--- src/hdl/window_average_and_peak_stats_macros.svh ---
// Assertion macros shared by the window statistics RTL.
// No dependencies; included by files that carry concurrent checks on clk and arst_n.
`ifndef WINDOW_AVERAGE_AND_PEAK_STATS_MACROS_SVH
`define WINDOW_AVERAGE_AND_PEAK_STATS_MACROS_SVH
`ifndef SYNTHESIS
// same-cycle implication, disabled during reset
`define WAPS_ASSERT_NOW(label, ante, cons) \
	label: assert property (@(posedge clk) disable iff (!arst_n) (ante) |-> (cons)) \
	else $error("window stats check failed");
// next-cycle implication, disabled during reset
`define WAPS_ASSERT_NEXT(label, ante, cons) \
	label: assert property (@(posedge clk) disable iff (!arst_n) (ante) |=> (cons)) \
	else $error("window stats check failed");
`else
`define WAPS_ASSERT_NOW(label, ante, cons)
`define WAPS_ASSERT_NEXT(label, ante, cons)
`endif
`endif

--- src/hdl/wavgpk_pkg.sv ---
// Shared constants and types for the window average and peak statistics block.
// No dependencies; used by wavgpk_div and window_average_and_peak_stats.
package wavgpk_pkg;

	localparam int HISTORY_DEPTH = 64;
	localparam int SAMPLE_BITS   = 24;
	localparam int ADDR_BITS     = $clog2(HISTORY_DEPTH);
	localparam int COUNT_BITS    = $clog2(HISTORY_DEPTH + 1);
	localparam int SUM_BITS      = SAMPLE_BITS + ADDR_BITS;
	localparam int DIV_CNT_BITS  = $clog2(SUM_BITS);

	// control sequencer states
	typedef enum logic [2:0] {
		ST_IDLE,
		ST_WALK,
		ST_LAST,
		ST_DIV_GO,
		ST_DIV_WAIT,
		ST_FINISH
	} state_t;

	// divider status toward the sequencer
	typedef struct packed {
		logic busy;
		logic done;
	} div_stat_t;

endpackage

--- src/hdl/wavgpk_div.sv ---
// Radix-2 restoring divider, one quotient bit per cycle, for the window average.
// Depends on wavgpk_pkg for widths and the status struct.
module wavgpk_div (
	input  logic                                 clk,
	input  logic                                 arst_n,
	input  logic                                 start,
	input  logic [wavgpk_pkg::SUM_BITS-1:0]      dividend,
	input  logic [wavgpk_pkg::COUNT_BITS-1:0]    divisor,
	output logic [wavgpk_pkg::SUM_BITS-1:0]      quotient,
	output wavgpk_pkg::div_stat_t                stat
);

	logic                                  busy_q;
	logic                                  done_q;
	logic [wavgpk_pkg::DIV_CNT_BITS-1:0]   cnt_q;
	logic [wavgpk_pkg::COUNT_BITS-1:0]     rem_q;
	logic [wavgpk_pkg::COUNT_BITS-1:0]     dsr_q;
	logic [wavgpk_pkg::SUM_BITS-1:0]       quo_q;
	logic [wavgpk_pkg::COUNT_BITS:0]       rem_sh;
	logic [wavgpk_pkg::COUNT_BITS:0]       rem_diff;
	logic                                  q_bit;
	logic [wavgpk_pkg::COUNT_BITS-1:0]     rem_next;

	// trial subtract of the shifted remainder
	always_comb begin
		rem_sh   = {rem_q, quo_q[wavgpk_pkg::SUM_BITS-1]};
		rem_diff = rem_sh - {1'b0, dsr_q};
		q_bit    = (rem_sh >= {1'b0, dsr_q});
		rem_next = q_bit ? rem_diff[wavgpk_pkg::COUNT_BITS-1:0]
			: rem_sh[wavgpk_pkg::COUNT_BITS-1:0];
	end

	// control: busy flag, bit counter, done pulse
	always_ff @(posedge clk or negedge arst_n) begin
		if (!arst_n) begin
			busy_q <= 1'b0;
			done_q <= 1'b0;
			cnt_q  <= '0;
		end else if (start) begin
			busy_q <= 1'b1;
			done_q <= 1'b0;
			cnt_q  <= wavgpk_pkg::DIV_CNT_BITS'(wavgpk_pkg::SUM_BITS - 1);
		end else if (busy_q) begin
			if (cnt_q == '0) begin
				busy_q <= 1'b0;
				done_q <= 1'b1;
			end else begin
				cnt_q <= cnt_q - 1'b1;
			end
		end else begin
			done_q <= 1'b0;
		end
	end

	// datapath: dividend shifts out as quotient bits shift in
	always_ff @(posedge clk) begin
		if (start) begin
			rem_q <= '0;
			dsr_q <= divisor;
			quo_q <= dividend;
		end else if (busy_q) begin
			rem_q <= rem_next;
			quo_q <= {quo_q[wavgpk_pkg::SUM_BITS-2:0], q_bit};
		end
	end

	assign quotient  = quo_q;
	assign stat.busy = busy_q;
	assign stat.done = done_q;

endmodule

--- src/hdl/window_average_and_peak_stats.sv ---
// Window average and peak statistics: top level with history memory and sequencer.
// Depends on wavgpk_pkg, wavgpk_div and window_average_and_peak_stats_macros.svh.
//
// Usage:
//  Input channel (in_valid/in_ready) carries sample_us and recompute. Each item
//  writes sample_us into a 64-entry circular history. Output channel
//  (out_valid/out_ready) returns one item per input: the sample just stored
//  and the held average, maximum and nonzero count.
//  An item without recompute goes straight to the final state, which loads
//  its result into the output register. With recompute the sequencer walks
//  the history memory one entry per cycle, then runs a bit-serial divider,
//  before the final state. One item is in work at a time, and the next item
//  is taken the cycle after the current result has moved into the output
//  register.
//  Reset: the history reads as all zero (a fill count masks entries never
//  written), pointer and held statistics clear to zero. No clearing pass.
//  A stalled receiver holds the result in the output register; the block
//  waits in its final state until that register frees.
module window_average_and_peak_stats (
	input  logic                                  clk,
	input  logic                                  arst_n,
	input  logic                                  in_valid,
	output logic                                  in_ready,
	input  logic [23:0]                           sample_us,
	input  logic                                  recompute,
	output logic                                  out_valid,
	input  logic                                  out_ready,
	output logic [23:0]                           last_sample,
	output logic [23:0]                           average,
	output logic [23:0]                           maximum,
	output logic [6:0]                            valid_count
);

	`include "window_average_and_peak_stats_macros.svh"

	wavgpk_pkg::state_t                        state_q;
	wavgpk_pkg::state_t                        state_nxt;

	logic [wavgpk_pkg::SAMPLE_BITS-1:0]        hist_mem [wavgpk_pkg::HISTORY_DEPTH];
	logic [wavgpk_pkg::ADDR_BITS-1:0]          wr_ptr_q;
	logic [wavgpk_pkg::COUNT_BITS-1:0]         fill_q;
	logic [wavgpk_pkg::ADDR_BITS-1:0]          rd_idx_q;
	logic [wavgpk_pkg::SAMPLE_BITS-1:0]        rd_data_s1;
	logic                                      rd_vld_s1;
	logic                                      rd_live_s1;

	logic [wavgpk_pkg::SUM_BITS-1:0]           sum_acc_q;
	logic [wavgpk_pkg::COUNT_BITS-1:0]         cnt_acc_q;
	logic [wavgpk_pkg::SAMPLE_BITS-1:0]        max_acc_q;

	logic [wavgpk_pkg::SAMPLE_BITS-1:0]        samp_q;
	logic [wavgpk_pkg::SAMPLE_BITS-1:0]        avg_h_q;
	logic [wavgpk_pkg::SAMPLE_BITS-1:0]        max_h_q;
	logic [wavgpk_pkg::COUNT_BITS-1:0]         cnt_h_q;

	logic                                      out_valid_q;
	logic [23:0]                               out_last_q;
	logic [23:0]                               out_avg_q;
	logic [23:0]                               out_max_q;
	logic [6:0]                                out_cnt_q;

	logic                                      in_acc;
	logic                                      rd_issue;
	logic                                      div_start;
	logic                                      out_load;
	logic [wavgpk_pkg::SUM_BITS-1:0]           div_quo;
	wavgpk_pkg::div_stat_t                     div_stat;

	assign in_ready = (state_q == wavgpk_pkg::ST_IDLE);
	assign in_acc   = in_valid && in_ready;

	// next state and strobes
	always_comb begin
		state_nxt = state_q;
		rd_issue  = 1'b0;
		div_start = 1'b0;
		out_load  = 1'b0;
		case (state_q)
			wavgpk_pkg::ST_IDLE: begin
				if (in_acc) begin
					state_nxt = recompute ? wavgpk_pkg::ST_WALK : wavgpk_pkg::ST_FINISH;
				end
			end
			wavgpk_pkg::ST_WALK: begin
				rd_issue = 1'b1;
				if (rd_idx_q == wavgpk_pkg::ADDR_BITS'(wavgpk_pkg::HISTORY_DEPTH - 1)) begin
					state_nxt = wavgpk_pkg::ST_LAST;
				end
			end
			wavgpk_pkg::ST_LAST: begin
				state_nxt = wavgpk_pkg::ST_DIV_GO;
			end
			wavgpk_pkg::ST_DIV_GO: begin
				div_start = 1'b1;
				state_nxt = wavgpk_pkg::ST_DIV_WAIT;
			end
			wavgpk_pkg::ST_DIV_WAIT: begin
				if (div_stat.done) begin
					state_nxt = wavgpk_pkg::ST_FINISH;
				end
			end
			wavgpk_pkg::ST_FINISH: begin
				if (!out_valid_q || out_ready) begin
					out_load  = 1'b1;
					state_nxt = wavgpk_pkg::ST_IDLE;
				end
			end
			default: begin
				state_nxt = wavgpk_pkg::ST_IDLE;
			end
		endcase
	end

	always_ff @(posedge clk or negedge arst_n) begin
		if (!arst_n) begin
			state_q <= wavgpk_pkg::ST_IDLE;
		end else begin
			state_q <= state_nxt;
		end
	end

	// history memory: write on accept, registered read during the walk
	always_ff @(posedge clk) begin
		if (in_acc) begin
			hist_mem[wr_ptr_q] <= sample_us;
		end
		rd_data_s1 <= hist_mem[rd_idx_q];
	end

	// write pointer with wrap, fill count of entries ever written
	always_ff @(posedge clk or negedge arst_n) begin
		if (!arst_n) begin
			wr_ptr_q <= '0;
			fill_q   <= '0;
		end else if (in_acc) begin
			wr_ptr_q <= (wr_ptr_q == wavgpk_pkg::ADDR_BITS'(wavgpk_pkg::HISTORY_DEPTH - 1))
				? '0 : wr_ptr_q + 1'b1;
			if (fill_q != wavgpk_pkg::COUNT_BITS'(wavgpk_pkg::HISTORY_DEPTH)) begin
				fill_q <= fill_q + 1'b1;
			end
		end
	end

	// walk address and read-stage tags
	always_ff @(posedge clk or negedge arst_n) begin
		if (!arst_n) begin
			rd_idx_q   <= '0;
			rd_vld_s1  <= 1'b0;
			rd_live_s1 <= 1'b0;
		end else begin
			rd_vld_s1  <= rd_issue;
			rd_live_s1 <= (wavgpk_pkg::COUNT_BITS'(rd_idx_q) < fill_q);
			if (in_acc) begin
				rd_idx_q <= '0;
			end else if (rd_issue) begin
				rd_idx_q <= rd_idx_q + 1'b1;
			end
		end
	end

	// count, sum and peak of nonzero entries
	always_ff @(posedge clk) begin
		if (in_acc) begin
			sum_acc_q <= '0;
			cnt_acc_q <= '0;
			max_acc_q <= '0;
		end else if (rd_vld_s1 && rd_live_s1 && (rd_data_s1 != '0)) begin
			sum_acc_q <= sum_acc_q + wavgpk_pkg::SUM_BITS'(rd_data_s1);
			cnt_acc_q <= cnt_acc_q + 1'b1;
			if (rd_data_s1 > max_acc_q) begin
				max_acc_q <= rd_data_s1;
			end
		end
	end

	wavgpk_div u_div (
		.clk      (clk),
		.arst_n   (arst_n),
		.start    (div_start),
		.dividend (sum_acc_q),
		.divisor  (cnt_acc_q),
		.quotient (div_quo),
		.stat     (div_stat)
	);

	// held statistics, updated when the division finishes
	always_ff @(posedge clk or negedge arst_n) begin
		if (!arst_n) begin
			avg_h_q <= '0;
			max_h_q <= '0;
			cnt_h_q <= '0;
		end else if ((state_q == wavgpk_pkg::ST_DIV_WAIT) && div_stat.done) begin
			avg_h_q <= (cnt_acc_q == '0) ? '0 : div_quo[wavgpk_pkg::SAMPLE_BITS-1:0];
			max_h_q <= max_acc_q;
			cnt_h_q <= cnt_acc_q;
		end
	end

	// sample of the item in work
	always_ff @(posedge clk) begin
		if (in_acc) begin
			samp_q <= sample_us;
		end
	end

	// output register
	always_ff @(posedge clk or negedge arst_n) begin
		if (!arst_n) begin
			out_valid_q <= 1'b0;
		end else if (out_load) begin
			out_valid_q <= 1'b1;
		end else if (out_ready) begin
			out_valid_q <= 1'b0;
		end
	end

	always_ff @(posedge clk) begin
		if (out_load) begin
			out_last_q <= samp_q;
			out_avg_q  <= avg_h_q;
			out_max_q  <= max_h_q;
			out_cnt_q  <= cnt_h_q;
		end
	end

	assign out_valid   = out_valid_q;
	assign last_sample = out_last_q;
	assign average     = out_avg_q;
	assign maximum     = out_max_q;
	assign valid_count = out_cnt_q;

	// checks
	`WAPS_ASSERT_NOW(a_fill_bound, 1'b1,
		fill_q <= wavgpk_pkg::COUNT_BITS'(wavgpk_pkg::HISTORY_DEPTH))
	`WAPS_ASSERT_NOW(a_count_le_fill, state_q != wavgpk_pkg::ST_IDLE, cnt_acc_q <= fill_q)
	`WAPS_ASSERT_NOW(a_div_start_idle, div_start, !div_stat.busy)
	`WAPS_ASSERT_NOW(a_peak_ge_avg, out_valid_q, out_max_q >= out_avg_q)
	`WAPS_ASSERT_NOW(a_empty_is_zero, out_valid_q && (out_cnt_q == '0),
		(out_max_q == '0) && (out_avg_q == '0))
	`WAPS_ASSERT_NEXT(a_walk_reads_tagged, rd_issue, rd_vld_s1)

endmodule
--- config.mk ---
export PLATFORM = sky130hd
export DESIGN_NAME = window_average_and_peak_stats
export DESIGN_NICKNAME = d
export VERILOG_FILES = /design/src/hdl/wavgpk_pkg.sv /design/src/hdl/wavgpk_div.sv /design/src/hdl/window_average_and_peak_stats.sv
export VERILOG_INCLUDE_DIRS = /design/src /design/src/hdl
export SDC_FILE = /design/constraint.sdc
export NUM_CORES = 2
export LEC_CHECK = 0
export BUFFER_PORTS_ARGS = -buffer_cell sky130_fd_sc_hd__buf_2
export CAP_MARGIN = 20
export CORE_ASPECT_RATIO = 0.75
export CORE_UTILIZATION = 55
export CTS_CLUSTER_DIAMETER = 50
export DETAILED_ROUTE_END_ITERATION = 6
export PLACE_DENSITY_LB_ADDON = 0.2
export SKIP_LAST_GASP = 1
export SLEW_MARGIN = 20
export SYNTH_ARGS = -nofsm -noshare
export SYNTH_HDL_FRONTEND = slang
export SYNTH_HIERARCHICAL = 1
export SYNTH_SLANG_ARGS = --single-unit
--- constraint.sdc ---
create_clock -name clk -period 4.9 [get_ports clk]
set_clock_uncertainty 0.05 [all_clocks]
set_input_delay 0.98 -clock clk [delete_from_list [all_inputs] [get_ports clk]]
set_output_delay 0.98 -clock clk [all_outputs]
set_load 0.01 [all_outputs]
## Word level (Yosys, flattened, before mapping)

Memory sizes are Yosys's and may differ from the RTL's. A register that Yosys moved wholly into a read port is not among the register bits.
Cells that the tools add are included.

- Register bits: 295
- Memory bits (writable): 1536
- Word-level logic and storage cells: 96
- Memories: 1

- Add/subtract/negate cells: 7
- Magnitude comparators: 3
- Equal/unequal tests: 14
- Mux-type cells: 30
- Reductions and logical operators: 17

Memory list:

| memory | words | bits a word | read ports | clocked after memory_dff | write ports | RTL line | RTL |
|---|---|---|---|---|---|---|---|
| hist_mem | 64 | 24 | 1 | 1 | 1 | window_average_and_peak_stats.sv:39 | `logic [wavgpk_pkg::SAMPLE_BITS-1:0] hist_mem [wavgpk_pkg::HISTORY_DEPTH];` |

Operator list:

| cell | number |
|---|---|
| $mux W30 | 2 |
| $add A30 B24 Y30 | 1 |
| $gt A24 B24 Y1 | 1 |
| $mux W24 | 1 |
| $reduce_bool A24 Y1 | 1 |
| $mux W6 | 3 |
| $pmux W3 S6 | 1 |
| $mux W3 | 5 |
| $mux W5 | 3 |
| $add A7 B1 Y7 const B | 2 |
| $mux W1 | 14 |
| $add A6 B1 Y6 const B | 2 |
| $eq A6 B6 Y1 const B | 2 |
| $ge A8 B7 Y1 | 1 |
| $logic_not A7 Y1 | 1 |
| $lt A6 B7 Y1 | 1 |
| $mux W7 | 1 |
| $ne A7 B7 Y1 const B | 1 |
| $sub A7 B7 Y7 | 1 |
| $eq A3 B2 Y1 const B | 2 |
| $eq A3 B3 Y1 const B | 2 |
| $ne A2 B2 Y1 const B | 3 |
| $reduce_and A2 Y1 | 3 |
| $reduce_bool A2 Y1 | 3 |
| other kinds (10) | 14 |

## Longest topological paths before layout

- Word-level depth: 5
- Gate-level depth with buffers: 11

## Modules after synthesis

The synthesis kept the hierarchy.

Modules (own cells, without submodules):

| module | times used | cells each | area an instance (um^2) | seq. area each (um^2) |
|---|---|---|---|---|
| window_average_and_peak_stats | 1 | 3407 | 69877.0 | 52920.8 |
| wavgpk_div | 1 | 194 | 2508.7 | 1426.4 |

## Worst setup path before layout

No wires, ideal clock.

- Path kind: input to register
- Start point: in out_ready
- End point: reg out_avg_q[0] (netlist: average[0]), enable pin
- Library setup time: 0.517 ns
- Arrival time: 4.336 ns
- Data required time: 4.333 ns
- Slack: -0.003 ns
- Stages: 2
- Buffers on the path: 0
- Path through: nor2b_1 > nor2_1

- Longest elaborated chain between the ends: 3

RTL lines:

| element | RTL line | RTL |
|---|---|---|
| start, declared | window_average_and_peak_stats.sv:27 | `input logic out_ready,` |
| $logic_or A1 B1 Y1 | window_average_and_peak_stats.sv:103 | `if (!out_valid_q \|\| out_ready) begin` |
| $mux W1 | window_average_and_peak_stats.sv:103 |  |
| $mux W1 | window_average_and_peak_stats.sv:78 | `case (state_q)` |
| net out_load | window_average_and_peak_stats.sv:65 | `logic out_load;` |
| end signal, assigned | window_average_and_peak_stats.sv:220 | `out_avg_q <= avg_h_q;` |
| end, declared | window_average_and_peak_stats.sv:58 | `logic [23:0] out_avg_q;` |

The timed path passes the listed nets, and every way through them passes these cells.
A chain may end at the register's enable or synchronous reset.

==> summary.md <==
| Metric | Value |
|---|---|
| Status | finished clean |
| Max clock buf depth | 3 |
| DRC Markers | 0 |
| Chip Height | about 320 µm |
| GRT overflow | 0 |
| Max-slew violations | 0 |
| Gpl congestion | slightly below 0.9 |
| Power Total | around 0.044 W |
| CTS tree | done |
| Layout area overhead | 12.5% |
| PostCTS Resize Cnt | 0 |
| I/O pins | 110 |
| Placeable Area | roughly 130000 µm² |
| Max Freq | 0.272 GHz |
| Most common cell after layout, fill and taps aside | edfxtp_1 |
| 1st-pass router iterations | 6 |
| Filler cell count in the final layout | just under 9000 |
| Pwr/cell area | around 540 nW/µm² |
| Iter 0 DRT Violations | 5289 |
| Routed Antenna Nets | 0 |
| Min Hold Slack | 0.189 ns |
| Critical path arrival | about 4.3 ns |
| First-pass GRT wire length | 250 mm |
| WL met2 | roughly 80 mm |
| Initial antenna violation count | 16 |
| Crit Path Category | reg2reg |
| Met1 wire length | about 74 mm |
| Final setup violation count | 0 |
| Total setup buffers inserted after CTS | 0 |
| Fin util | between 60% and 70% |
| Relative slew slack | ~29% |
| Die boundary width | between 400 and 500 µm |
| Period utilization | about three quarters |
| WL final | between 150 and 200 mm |
| Worst path required time | 5.48 ns |
| WL/cell | roughly 30 µm |
| CP Capture Type | flip-flop |
| Die area | 133000 µm² |
| HPWL Detailed | slightly above 100 mm |
| Class of the worst hold path | in2async |
| Port-buffer cells | between 100 and 150 |
| Min Tclk post-route | between 3 and 4 ns |
| Metal3 WL | between 15 and 20 mm |
| Cts bufs inserted | 168 |
| Hold Buf Count CTS | 0 |
| Num rows | 114 |
| Vias per cell | between 6 and 7 |
| Synth Instances | 3600 |
| Total global-route track usage | 26.6% |
| Layout Cells excl Fill | ~5700 |
| Initial Util | about 56% |
| RSZ-0062 raised after global routing | false |
| Clock root buffer | clkbuf_16 |
| Clock Latency Late Sink | ~0.8 ns |
| CP max FO | 24 |
| CTS Sinks | 1855 |
| Sum of negative setup slack | 0 ns |
| Vias in the first global route | ~35000 |
| YS warnings | 6 |
| Max Cap Violations | 0 |
| Via count | between 30000 and 40000 |
| Critical path launch point type | flip-flop |
| Most frequent cells in the layout | edfxtp_1, mux4_2, nand2_1 |
| Actual slew at the worst max-slew pin | roughly 1.1 ns |
| Pleak | 26.2 nW |
| Reg clk slew, reported paths | around 0.060 ns |
| Max rail drop VDD | about 360 µV |
| Mapped cell area | roughly 72000 µm² |
| Syn_nets | between 3000 and 4000 |
| Highest metal used | met5 |
| H-Tree Depth | 4 |
| Layout cells sized above 1 | between 20% and 30% |
| Final hold viol count | 0 |
| Inst Count DP | ~5400 |
| Largest net degree at the start of global routing | 99 |
| Fin nets | about 3900 |
| Mean Syn Cell Area | roughly 20 µm² |
==> registers in the layout, indices dropped and copies added (netlist names), 24 cells and up <==
register        flops
average            24
avg_h_q            24
hist_mem         1536
last_sample        24
max_acc_q          24
max_h_q            24
maximum            24
rd_data_s1         24
samp_q             24
sum_acc_q          30
u_div/quotient     30
==> power breakdown <==
group	internal (W)	leakage [nW]	switching [W]	total (W)
clock network	0.00755	2.71	0.00564	0.0132
logic	0.00517	6.49	0.00622	0.0114
registers	0.0181	17.0	0.000976	0.0190
==> layer usage <==
layer	track usage (%)	vias to the layer above
met5	0	-
met4	6.23	2
met3	4.82	223
met2	39.2	1918
met1	41.7	19100
li1	-	15200
==> worst max-delay path: stages, from the launching register on <==
cell,delay (ns)
dfrtp_4,0.79
buf_12,0.29
buf_4,0.29
mux4_2,0.54
mux4_2,0.47
nor2b_1,0.19
a211oi_1,0.72
a21oi_1,0.08
==> per-stage QoR <==
stage | worst slack [ns] | area [µm²]
floorplan | 1.31 | 72400
global placement | 0.910 | 75800
detailed placement | 1.21 | 75900
CTS | 1.15 | 81400
global route | 1.08 | 81500
finish | 1.23 | 81500
==> cell type report <==
| class | instances | area (µm²) | share of cell area, % |
|---|---|---|---|
| clock inverter | 65 | 696 | 0.854 |
| sequential | 1855 | 54400 | 66.7 |
| tap | 1740 | 2180 | 2.67 |
| timing repair buffer | 261 | 1860 | 2.29 |
| inverter | 59 | 223 | 0.273 |
| clock buffer | 246 | 4840 | 5.94 |
| multi-input combinational | 1500 | 17300 | 21.2 |
| antenna | 2 | 5.00 | 0.00614 |
==> final timing paths <==
check,endpoint,slack [ns],startpoint,cells after the start
worst max-delay path,rd_data_s1[0]$_DFF_P_,1.23,rd_idx_q[0]$_DFFE_PN0P_,7
worst min-delay path,cnt_h_q[0]$_DFFE_PN0P_,0.19,arst_n,1
worst max register to register,rd_data_s1[0]$_DFF_P_,1.23,rd_idx_q[0]$_DFFE_PN0P_,7
worst min register to register,last_sample[14]$_DFFE_PP_,0.37,samp_q[14]$_DFFE_PP_,0
max in group asynchronous,max_h_q[1]$_DFFE_PN0P_,3.62,arst_n,2
min in group clk,last_sample[14]$_DFFE_PP_,0.37,samp_q[14]$_DFFE_PP_,0
Note: power is estimated with default switching activity, not from simulation.
